$ cat src/rtl/rbsi_pkg.sv
// Shared types for the 2D ray versus box slab test.
package rbsi_pkg;

    typedef struct packed {
        logic dir_zero;
        logic outside;
    } t_slab_flags;

    localparam int unsigned FLAG_W = $bits(t_slab_flags);

endpackage

$ cat src/rtl/rbsi_slab_front.sv
// Per-axis front end: slab bounds, numerator and divisor magnitudes, flags.
module rbsi_slab_front #(
    parameter  int CW = 32,
    parameter  int FB = 16,
    localparam int NW = CW + 2 + FB
) (
    input  logic                   i_clk,
    input  logic                   i_rst_n,
    input  logic                   i_en,
    input  logic                   i_valid,
    input  logic signed [CW-1:0]   i_org,
    input  logic signed [CW-1:0]   i_dir,
    input  logic signed [CW-1:0]   i_ctr,
    input  logic        [CW-2:0]   i_half,
    output logic                   o_valid,
    output logic        [NW-1:0]   o_mag_lo,
    output logic        [NW-1:0]   o_mag_hi,
    output logic                   o_neg_lo,
    output logic                   o_neg_hi,
    output logic        [CW-1:0]   o_dmag,
    output rbsi_pkg::t_slab_flags  o_flags,
    output logic signed [CW-1:0]   o_org,
    output logic signed [CW-1:0]   o_dir
);
    logic signed [CW+1:0] ctr_x, half_x, org_x, lo, hi, n_nlo, n_nhi;
    logic signed [CW+1:0] r_nlo, r_nhi;
    logic signed [CW-1:0] r_org, r_dir;
    logic                 r_v1;
    logic        [CW+1:0] abs_lo, abs_hi;
    logic                 dz;
    logic        [CW-1:0] dmag;

    assign ctr_x  = (CW+2)'(i_ctr);
    assign org_x  = (CW+2)'(i_org);
    assign half_x = {3'b000, i_half};
    assign lo     = ctr_x - half_x;
    assign hi     = ctr_x + half_x;
    assign n_nlo  = lo - org_x;
    assign n_nhi  = hi - org_x;

    always_ff @(posedge i_clk) begin
        if (!i_rst_n) begin
            r_v1 <= 1'b0;
        end else if (i_en) begin
            r_v1 <= i_valid;
        end
    end

    always_ff @(posedge i_clk) begin
        if (i_en) begin
            r_nlo <= n_nlo;
            r_nhi <= n_nhi;
            r_org <= i_org;
            r_dir <= i_dir;
        end
    end

    assign abs_lo = r_nlo[CW+1] ? $unsigned(-r_nlo) : $unsigned(r_nlo);
    assign abs_hi = r_nhi[CW+1] ? $unsigned(-r_nhi) : $unsigned(r_nhi);
    assign dz     = (r_dir == '0);
    assign dmag   = dz ? CW'(1) : (r_dir[CW-1] ? $unsigned(-r_dir) : $unsigned(r_dir));

    always_ff @(posedge i_clk) begin
        if (!i_rst_n) begin
            o_valid <= 1'b0;
        end else if (i_en) begin
            o_valid <= r_v1;
        end
    end

    always_ff @(posedge i_clk) begin
        if (i_en) begin
            o_mag_lo         <= {abs_lo, {FB{1'b0}}};
            o_mag_hi         <= {abs_hi, {FB{1'b0}}};
            o_neg_lo         <= r_nlo[CW+1] ^ r_dir[CW-1];
            o_neg_hi         <= r_nhi[CW+1] ^ r_dir[CW-1];
            o_dmag           <= dmag;
            o_flags.dir_zero <= dz;
            // origin on or beyond a bound
            o_flags.outside  <= !r_nlo[CW+1] || r_nhi[CW+1] || (r_nhi == '0);
            o_org            <= r_org;
            o_dir            <= r_dir;
        end
    end
endmodule

$ cat config.mk
export PLATFORM = sky130hd
export DESIGN_NAME = rbsi_slab_front
export DESIGN_NICKNAME = d
export VERILOG_FILES = /design/src/rtl/rbsi_pkg.sv /design/src/rtl/rbsi_slab_front.sv
export SDC_FILE = /design/constraint.sdc
export NUM_CORES = 1
export LEC_CHECK = 0
export BUFFER_PORTS_ARGS = -buffer_cell sky130_fd_sc_hd__clkbuf_2
export CORE_AREA = 3 3 186 188
export DETAILED_ROUTE_END_ITERATION = 16
export DIE_AREA = 0 0 189 191
export PLACE_DENSITY = 0.73
export SETUP_SLACK_MARGIN = 0.5
export SLEW_MARGIN = 10
export SYNTH_ARGS = -nofsm -noshare
export SYNTH_HDL_FRONTEND = slang
export SYNTH_SLANG_ARGS = --single-unit
export TNS_END_PERCENT = 30
$ cat constraint.sdc
create_clock -name i_clk -period 6.45 [get_ports i_clk]
set_input_delay 1.29 -clock i_clk [delete_from_list [all_inputs] [get_ports i_clk]]
set_output_delay 1.29 -clock i_clk [all_outputs]
set_load 0.1 [all_outputs]
**Word level (Yosys, flattened, before mapping)**

Index checks and enable logic that the tools add are counted.

- Add/sub/neg operators: 7
- Bitwise operators: 3
- Reductions and logical operators: 6
- Muxes and demuxes: 3

Operators by type and width:

| cell | count |
|---|---|
| $neg A34 Y34 | 2 |
| $sub A33 B32 Y34 | 2 |
| $mux W33 | 2 |
| $logic_not A34 Y1 | 1 |
| $add A32 B32 Y33 | 1 |
| $sub A32 B32 Y33 | 1 |
| $logic_not A32 Y1 | 1 |
| $neg A32 Y32 | 1 |
| $mux W31 | 1 |
| $logic_or A1 B1 Y1 | 2 |
| $reduce_or A2 Y1 | 1 |
| $xor A1 B1 Y1 | 2 |
| $logic_not A1 Y1 | 1 |
| $not A1 Y1 | 1 |

- Output and inout port bits: 201
- Input bits: 131
- Register bits: 302

**Depth between registers and ports, before layout**

Gate-level depths: netlist of run 1.

- Word-level depth: 3
- Gate-level depth with buffers: 14

**Worst setup path after synthesis of run 1**

Ideal clock, no wire load.

- Kind: in2reg
- Start: input port i_ctr[1]
- End: register r_nhi[32] (data pin)
- Data arrival time: 3.978 ns
- Stages: 11
- Setup slack: 2.206 ns
- Path buffers: 0
- Data required time: 6.185 ns
- Path through: inv_1 fa_1 fa_1 nor2b_1 o31a_1 o211ai_1 o41ai_1 a211oi_1 o21bai_1 a41oi_1 xor2_1

- Word-level cells in the longest chain between the ends: 2

Ends and longest elaborated chain:

| item | line | text |
|---|---|---|
| from (decl) | rbsi_slab_front.sv:13 | `input logic signed [CW-1:0] i_ctr,` |
| $add A32 B32 Y33 | rbsi_slab_front.sv:37 | `assign hi = ctr_x + half_x;` |
| $sub A33 B32 Y34 | rbsi_slab_front.sv:39 | `assign n_nhi = hi - org_x;` |
| named net n_nhi[32] | rbsi_slab_front.sv:25 | `logic signed [CW+1:0] ctr_x, half_x, org_x, lo, hi, n_nlo, n_nhi;` |
| to (signal assigned) | rbsi_slab_front.sv:52 | `r_nhi <= n_nhi;` |
| to (decl) | rbsi_slab_front.sv:26 | `logic signed [CW+1:0] r_nlo, r_nhi;` |

The timed path passes the listed nets, and every way through them passes these cells.
A chain may end at the register's enable or synchronous reset.

**Worst setup path in the final report of run 1**

- Start: input port i_org[0]
- End: register r_nlo[30] (data pin)

- Word-level cells in the longest chain between the ends: 1

Ends and longest elaborated chain:

| item | line | text |
|---|---|---|
| from (decl) | rbsi_slab_front.sv:11 | `input logic signed [CW-1:0] i_org,` |
| $sub A33 B32 Y34 | rbsi_slab_front.sv:38 | `assign n_nlo = lo - org_x;` |
| named net n_nlo[30] | rbsi_slab_front.sv:25 |  |
| to (signal assigned) | rbsi_slab_front.sv:51 | `r_nlo <= n_nlo;` |
| to (decl) | rbsi_slab_front.sv:26 |  |

The timed path passes the listed nets, and every way through them passes these cells.

==> results.sh, run 1 <==
export IMPL_cap_viol_max_count=0
export IMPL_drc=0
export IMPL_vias=10930
export IMPL_core_area_mm2=0.03328
export IMPL_track_usage_pct=19.55
export IMPL_io_pins=332
export IMPL_placed_area_mm2=0.01846
export IMPL_vias_per_cell=5.150
export IMPL_peakVddDrop_mv=0.2314
export IMPL_gr_total_overflow=0
export IMPL_cts_setup_buffers=0
export IMPL_drive_gt1_share_pct=22.40
export IMPL_fin_area_mm2=0.01956
export IMPL_syn_area_mm2=0.01653
export IMPL_ys_flop_type="edfxtp_1"
export IMPL_cts_reportedPaths_clkPinSlew_ps=60
export IMPL_synth_ff_latch_count=302
export IMPL_skew_ps=14.24
export IMPL_ys_top_cells_by_area="edfxtp_1 54%, fa_1 7.5%, xnor2_1 6.8%"
export IMPL_drt_iter0_drc=562
export IMPL_ys_warnings_count=0
export IMPL_crit_arrival_ps=4660
export IMPL_min_path_type="reg -> reg"
export IMPL_fin_crit_ps=4410
export IMPL_start_util_pct=49.67
export IMPL_pwr_share_seq_pct=38.1
export IMPL_p_sw_mw=3.073
export IMPL_grt_max_degree=106
export IMPL_first_pass_iters=5
export IMPL_routed_wl_mm=36.18
export IMPL_diodes=0
export IMPL_grt_pass1_wl_mm=55.92
export IMPL_internal_power_mw=4.487
export IMPL_cts_buffer_depth=3
export IMPL_antenna_found_initial=0
export IMPL_cts_resized=0
export IMPL_power_share_switching_pct=40.65
export IMPL_synth_top_area_share_pct=54.50
export IMPL_synthCells=1329
export IMPL_seq_area_frac_synth_pct=54.74
export IMPL_cp_required_ps=6700
export IMPL_syn_to_final_growth_pct=18.32
export IMPL_worst_slew_pin_slew_ps=1119
export IMPL_power_frac_clock_pct=25.1
export IMPL_num_rows=67
export IMPL_routedWlPerCell_um=17.05
export IMPL_cts_tree="yes"
export IMPL_leakage_nw=8.342
export IMPL_ctsRootBufferMaster="clkbuf_16"
export IMPL_worst_setup_path_type="in -> reg"
export IMPL_ctsHoldBuffers=0
export IMPL_final_nets=1920
export IMPL_syn_area_per_cell_um2=12.44
export IMPL_synth_edf_count=300
export IMPL_detail_route_antenna_nets=0
export IMPL_dieArea_mm2=0.03610
export IMPL_cts_max_level=2
export IMPL_period_share_pct=68.37
export IMPL_synthArstFlopShare_pct=0
export IMPL_cp_start_kind="primary input"
export IMPL_cts_sink_count=302
export IMPL_crit_path_end_kind="flip-flop"
export IMPL_r2r_slack_ps=3270
export IMPL_finalMaxSlewViolations=0
export IMPL_combPwrFrac_pct=36.8
export IMPL_setup_viol=0
export IMPL_gp_congestion=0.9168
export IMPL_max_freq_mhz=226.8
export IMPL_die_h_um=191
export IMPL_hold_viol_final=0
export IMPL_post_synth_top_area_cell="edfxtp_1"
export IMPL_relSlewSlack_pct=25.42
export IMPL_path_max_fanout=5
export IMPL_hold_slack_ps=417.1
export IMPL_rsz0062_at_grt="no"
export IMPL_setup_tns_ps=0
export IMPL_numCtsBuffers=35
export IMPL_grt_pass1_vias=10640
export IMPL_die_w_um=189
export IMPL_status="completed"
export IMPL_port_buffers=299
export IMPL_clk_insertion_delay_late_ps=510
export IMPL_dp_hpwl_mm=27.91
export IMPL_power_density_mw_per_mm2=386.5
export IMPL_synth_distinct_cells=64
metal layers:
| layer | GRT usage, % | vias to the layer above | share of wire [%] |
|---|---|---|---|
| met4 | 6.159 | 0 | 2.7 |
| met2 | 32.72 | 404 | 47 |
| met3 | 3.191 | 71 | 6.2 |
| met5 | 0 | - | 0 |
| met1 | 26.33 | 5160 | 44 |
| li1 | - | 5294 | - |
cell type report:
| cell class | count | area, um^2 |
|---|---|---|
| flip-flops and latches | 302 | 9049 |
| fillers | 2695 | 13720 |
| repair buffers | 305 | 1564 |
| multi-input cells | 825 | 6595 |
| clock buffers | 40 | 937.1 |
| clock inverters | 18 | 162.7 |
| well taps | 448 | 560.5 |
| inverters | 184 | 690.7 |
power by group through the flow:
| stage | Sequential, mW | Combinational (mW) | Clock (mW) |
|---|---|---|---|
| after floorplan | 4.02 | 1.09 | 0 |
| after global placement | 2.90 | 2.74 | 0 |
| after detailed placement | 2.92 | 2.78 | 0 |
| after CTS | 2.88 | 2.79 | 1.95 |
| after global routing | 2.92 | 2.96 | 2.02 |
| final | 2.88 | 2.78 | 1.90 |
state kept, by name, summed over array words and instances, names as in the netlist:
register,flops
r_nlo,34
o_mag_hi,34
o_flags,2
r_v1,1
o_mag_lo,34
o_valid,1
o_neg_lo,1
o_org,32
r_dir,32
o_dmag,32
o_dir,32
r_nhi,34
r_org,32
o_neg_hi,1
worst max-delay path: stages:
cell and delay (ps):
clkbuf_2 110, inv_1 70, fa_1 600, ha_1 190, nor2_1 60, fa_1 410, nor2b_1 200, o21ai_0 200
a21oi_1 460, o211a_1 300, nor3_1 90, o31ai_1 370, a41oi_1 180, xnor2_1 150
final timing paths:
path / start / end / depth (start not counted)
worst max-delay path: i_org[0] / r_nlo[30] / 14
worst min-delay path: r_org[9] / o_org[9] / 0
worst max register to register: r_nlo[0] / o_mag_lo[47] / 8
worst min register to register: r_org[9] / o_org[9] / 0
synthesized netlist by cell type, types with 14 or more instances:
master and number:
ha_1 74, nand2_1 68, or4_1 14, buf_4 32, fa_1 62, o31ai_1 26
nand3_1 15, a21o_1 30, o21ai_0 59, nor3_1 20, clkbuf_1 15, a21oi_1 67
nor2_1 52, edfxtp_1 300, xnor2_1 128, xor2_1 22, o41ai_1 18, inv_1 184
cell usage in the layout, fill, tap and decap left out, types with 10 or more instances in the layout:
cell,n
ha_1,74
inv_1,184
o21a_1,10
a21o_1,30
o21ai_0,59
or4_1,14
nand2_1,68
o41ai_1,18
clkbuf_16,37
nand3_1,15
fa_1,62
clkbuf_2,298
or2_2,12
edfxtp_1,300
nor3_1,20
conb_1,32
a21oi_1,67
xor2_1,22
xnor2_1,128
nor2_1,52
o31ai_1,26
stage by stage:
stage                     std cells  utilization (%)  power (mW)  setup WS, ps
after floorplan                1360                -       5.106          2206
after detailed placement       2064            55.46       5.695          1520
after CTS                      2122            58.77       7.617          2060
final                          2122            58.77       7.560          2040
after global placement         2064            55.46       5.648          1648
after global routing           2122            58.77       7.895          1879
logic make-up after synthesis:
family / synth area share (%)
mux: 0.1817
simple gates: 7.629
other cells: 0.02268
compound gates: 10.30
flops: 54.74
buf+inv: 6.070
xor+xnor: 7.947
fa+ha+maj: 13.11
Note: power is estimated with default switching activity, not from simulation.
==> run 2: changes to the inputs <==
--- a/config.mk
+++ b/config.mk
@@ -5,11 +5,12 @@
 export SDC_FILE = /design/constraint.sdc
 export NUM_CORES = 1
 export LEC_CHECK = 0
+export ABC_AREA = 1
 export BUFFER_PORTS_ARGS = -buffer_cell sky130_fd_sc_hd__clkbuf_2
-export CORE_AREA = 3 3 186 188
+export CORE_AREA = 3 3 198 200
 export DETAILED_ROUTE_END_ITERATION = 16
-export DIE_AREA = 0 0 189 191
-export PLACE_DENSITY = 0.73
+export DIE_AREA = 0 0 201 203
+export PLACE_DENSITY = 0.75
 export SETUP_SLACK_MARGIN = 0.5
 export SLEW_MARGIN = 10
 export SYNTH_ARGS = -nofsm -noshare
==> constraint.sdc (replaced) <==
create_clock -name i_clk -period 3.8 [get_ports i_clk]
set_input_delay 0.76 -clock i_clk [delete_from_list [all_inputs] [get_ports i_clk]]
set_output_delay 0.76 -clock i_clk [all_outputs]
set_load 0.1 [all_outputs]
==> run 2 against run 1 <==
  * Non-clock buffer count did not move
  * Hold slack worse by 35 ps
  * Sequential power is 65% higher
  * Clock skew up 5.1 ps
  * Clock power grew 64%
  * First-iteration DRC count is 97% higher
  * Total power rose by 72%
  * Routed wire length rose by 43%
  * Worst setup slack worse by 1200 ps
  * Area after synthesis is 14% higher
  * Combinational power up 85%
  * Flip-flop and latch count stayed put
  * Largest cell class unchanged
==> results.sh, run 2 <==
export IMPL_detail_route_antenna_nets=0
export IMPL_path_max_fanout=4
export IMPL_core_area_mm2=0.03758
export IMPL_synth_top_area_share_pct=47.94
export IMPL_peakVddDrop_mv=0.4746
export IMPL_vias=14700
export IMPL_relSlewSlack_pct=60.89
export IMPL_fin_cells=2936
export IMPL_drive_gt1_share_pct=16.83
export IMPL_track_usage_pct=25.12
export IMPL_die_w_um=201
export IMPL_synthCells=2072
export IMPL_synthArstFlopShare_pct=0
export IMPL_crit_path_end_kind="flip-flop"
export IMPL_post_synth_top_area_cell="edfxtp_1"
export IMPL_setup_viol=0
export IMPL_max_freq_mhz=335.6
export IMPL_period_share_pct=78.40
export IMPL_gp_congestion=0.9348
export IMPL_layout_setup_ws_ps=820.7
export IMPL_power_density_mw_per_mm2=594.7
export IMPL_mostFrequentLayoutCells="482 x nand2_1, 414 x inv_1, 300 x edfxtp_1"
export IMPL_power_share_switching_pct=43.90
export IMPL_synth_distinct_cells=48
export IMPL_placed_area_mm2=0.02084
export IMPL_clk_insertion_delay_late_ps=550
export IMPL_r2r_cells=9
export IMPL_synth_compound_area_share_pct=5.114
export IMPL_routedWlPerCell_um=17.61
export IMPL_fin_area_mm2=0.02188
export IMPL_cp_required_ps=4100
export IMPL_ys_flop_type="edfxtp_1"
export IMPL_num_rows=71
export IMPL_port_buffers=299
export IMPL_synthSimpleGateAreaFrac_pct=20.12
export IMPL_io_pins=332
export IMPL_grt_pass1_wl_mm=79.41
export IMPL_ys_warnings_count=0
export IMPL_cp_start_kind="primary input"
export IMPL_setup_tns_ps=0
export IMPL_rsz0062_at_grt="no"
export IMPL_internal_power_mw=7.299
export IMPL_die_h_um=203
export IMPL_cts_resized=0
export IMPL_synth_edf_count=300
export IMPL_min_path_type="in -> reg"
export IMPL_dieArea_mm2=0.04080
export IMPL_final_nets=2667
export IMPL_grt_pass1_vias=14570
export IMPL_dp_slack_ps=254.0
export IMPL_drc=0
export IMPL_start_util_pct=50.00
export IMPL_r2r_slack_ps=1730
export IMPL_power_frac_clock_pct=23.9
export IMPL_synth_most_common_cell="nand2_1"
export IMPL_syn_area_per_cell_um2=9.069
export IMPL_dp_cells=2875
export IMPL_hold_viol_final=0
export IMPL_cts_sink_count=302
export IMPL_cts_tree="yes"
export IMPL_drt_iter0_drc=1105
export IMPL_cts_reportedPaths_clkPinSlew_ps=60
export IMPL_grt_max_degree=88
export IMPL_seq_area_frac_synth_pct=48.16
export IMPL_synth_common_cells="482 x nand2_1, 414 x inv_1, 300 x edfxtp_1"
export IMPL_antenna_found_initial=2
export IMPL_first_pass_iters=7
export IMPL_syn_to_final_growth_pct=16.44
export IMPL_worst_slew_pin_slew_ps=582.1
export IMPL_ctsRootBufferMaster="clkbuf_16"
export IMPL_fin_crit_ps=2979
export IMPL_min_path_cells=1
export IMPL_status="completed"
export IMPL_crit_arrival_ps=3280
export IMPL_synth_top_family_by_area="simple AND/OR/NAND/NOR gates"
export IMPL_synth_ff_latch_count=302
export IMPL_dp_hpwl_mm=42.11
export IMPL_synth_xor_area_share_pct=5.081
export IMPL_cap_viol_max_count=0
export IMPL_worst_setup_path_type="in -> reg"
export IMPL_syn_area_mm2=0.01879
export IMPL_cts_buffer_depth=3
export IMPL_ys_top_cells_by_area="edfxtp_1 48%, nand2_1 9.6%, inv_1 8.3%"
export IMPL_pwr_share_seq_pct=36.6
export IMPL_layout_commonest_cell="nand2_1"
export IMPL_finalMaxSlewViolations=0
export IMPL_startpoint="i_org[0]"
export IMPL_combPwrFrac_pct=39.5
export IMPL_vias_per_cell=5.007
export IMPL_cts_setup_buffers=0
export IMPL_r2r_end="o_mag_hi[44]"
export IMPL_gr_total_overflow=0
export IMPL_cp_endpoint="r_nlo[30]"
export IMPL_routed_wl_mm=51.69
export IMPL_worstReg2RegStart="r_nhi[0]"
export IMPL_skew_ps=19.33
export IMPL_leakage_nw=10.50
export IMPL_synth_mux_area_share_pct=0
export IMPL_cts_max_level=2
export IMPL_p_sw_mw=5.713
export IMPL_ctsHoldBuffers=0
export IMPL_total_power_mw=13.01
export IMPL_numCtsBuffers=34
export IMPL_synth_fa_ha_area_share_pct=11.53
==> run 2: changes by cell type after synthesis, moves of 14 or more <==
cell	change
a21o_1	-27
nand2_1	+414
o31ai_1	-25
nand4_1	+18
o21ai_0	+14
nor2_2	+15
inv_1	+230
nand3_1	+69
or4_1	-14
xor2_1	+67
xnor2_1	-108
o41ai_1	-18
nor2_1	+157
==> run 2: worst min-delay path by stage <==
| stage | slack [ps] | end | from |
|---|---|---|---|
| 2_1_floorplan | 400 | o_org[0] | r_org[0] |
| 3_3_place_gp | 400 | o_org[21] | r_org[21] |
| 3_5_place_dp | 400 | o_org[21] | r_org[21] |
| 4_1_cts | 340 | r_dir[22] | i_dir[22] |
| 5_1_grt | 350 | r_dir[22] | i_dir[22] |
| 6_report | 380 | r_dir[21] | i_dir[21] |
==> run 2: routing by layer <==
metal  vias up  part of all wire [%]  wire length [um]  track usage [%]
met2       570                    45             23380            40.61
met4         2                   3.9              2019            9.335
met3       119                   8.1              4175            6.205
li1       7184                     -                 -                -
met1      6827                    43             22100            33.03
met5         -                 0.039                20                0
==> run 2: logic make-up (layout without fill, tap and decap cells) <==
kind of cell,Yosys count,in the layout
AO/OA/AOI/OAI,178,178
XOR/XNOR,109,109
adder cells (fa/ha/maj),136,136
buffers and inverters,464,785
flip-flops,302,302
other,1,33
AND/OR/NAND/NOR,882,882
==> run 2: per-stage QoR <==
step | utilization, % | hold WS (ps)
5_1_grt | 58.23 | 351.0
3_3_place_gp | 55.45 | 400.3
6_report | 58.23 | 382.2
4_1_cts | 58.22 | 342.1
2_1_floorplan | - | 400.3
3_5_place_dp | 55.45 | 404.5
==> run 2: final cells by class <==
type	instances	area, um^2
Timing Repair Buffer	305	1589
Tap cell	511	639.4
Clock inverter	21	148.9
Fill cell	3332	15700
Inverter	420	1577
Multi-Input combinational cell	1337	7984
Sequential cell	302	9049
Clock buffer	39	890.9
Antenna cell	1	2.502
==> run 2: power groups by stage <==
stage / registers [mW] / clock network [mW] / logic (mW)
after CTS: 4.76 / 3.20 / 5.15
after detailed placement: 4.83 / 0 / 5.13
after floorplan: 6.57 / 0 / 2.16
final: 4.76 / 3.11 / 5.14
after global routing: 4.81 / 3.32 / 5.55
after global placement: 4.82 / 0 / 5.10
==> run 2: worst max-delay path, stage by stage <==
cell	delay, ps
clkbuf_2	100
inv_1	70
fa_1	670
ha_1	190
nor2_1	80
fa_1	400
nand3b_1	170
nand2_1	160
nand2_1	80
nand2_1	130
nand3_1	80
nand2_1	150
nand2_1	90
nand3_1	70
nand2_1	60
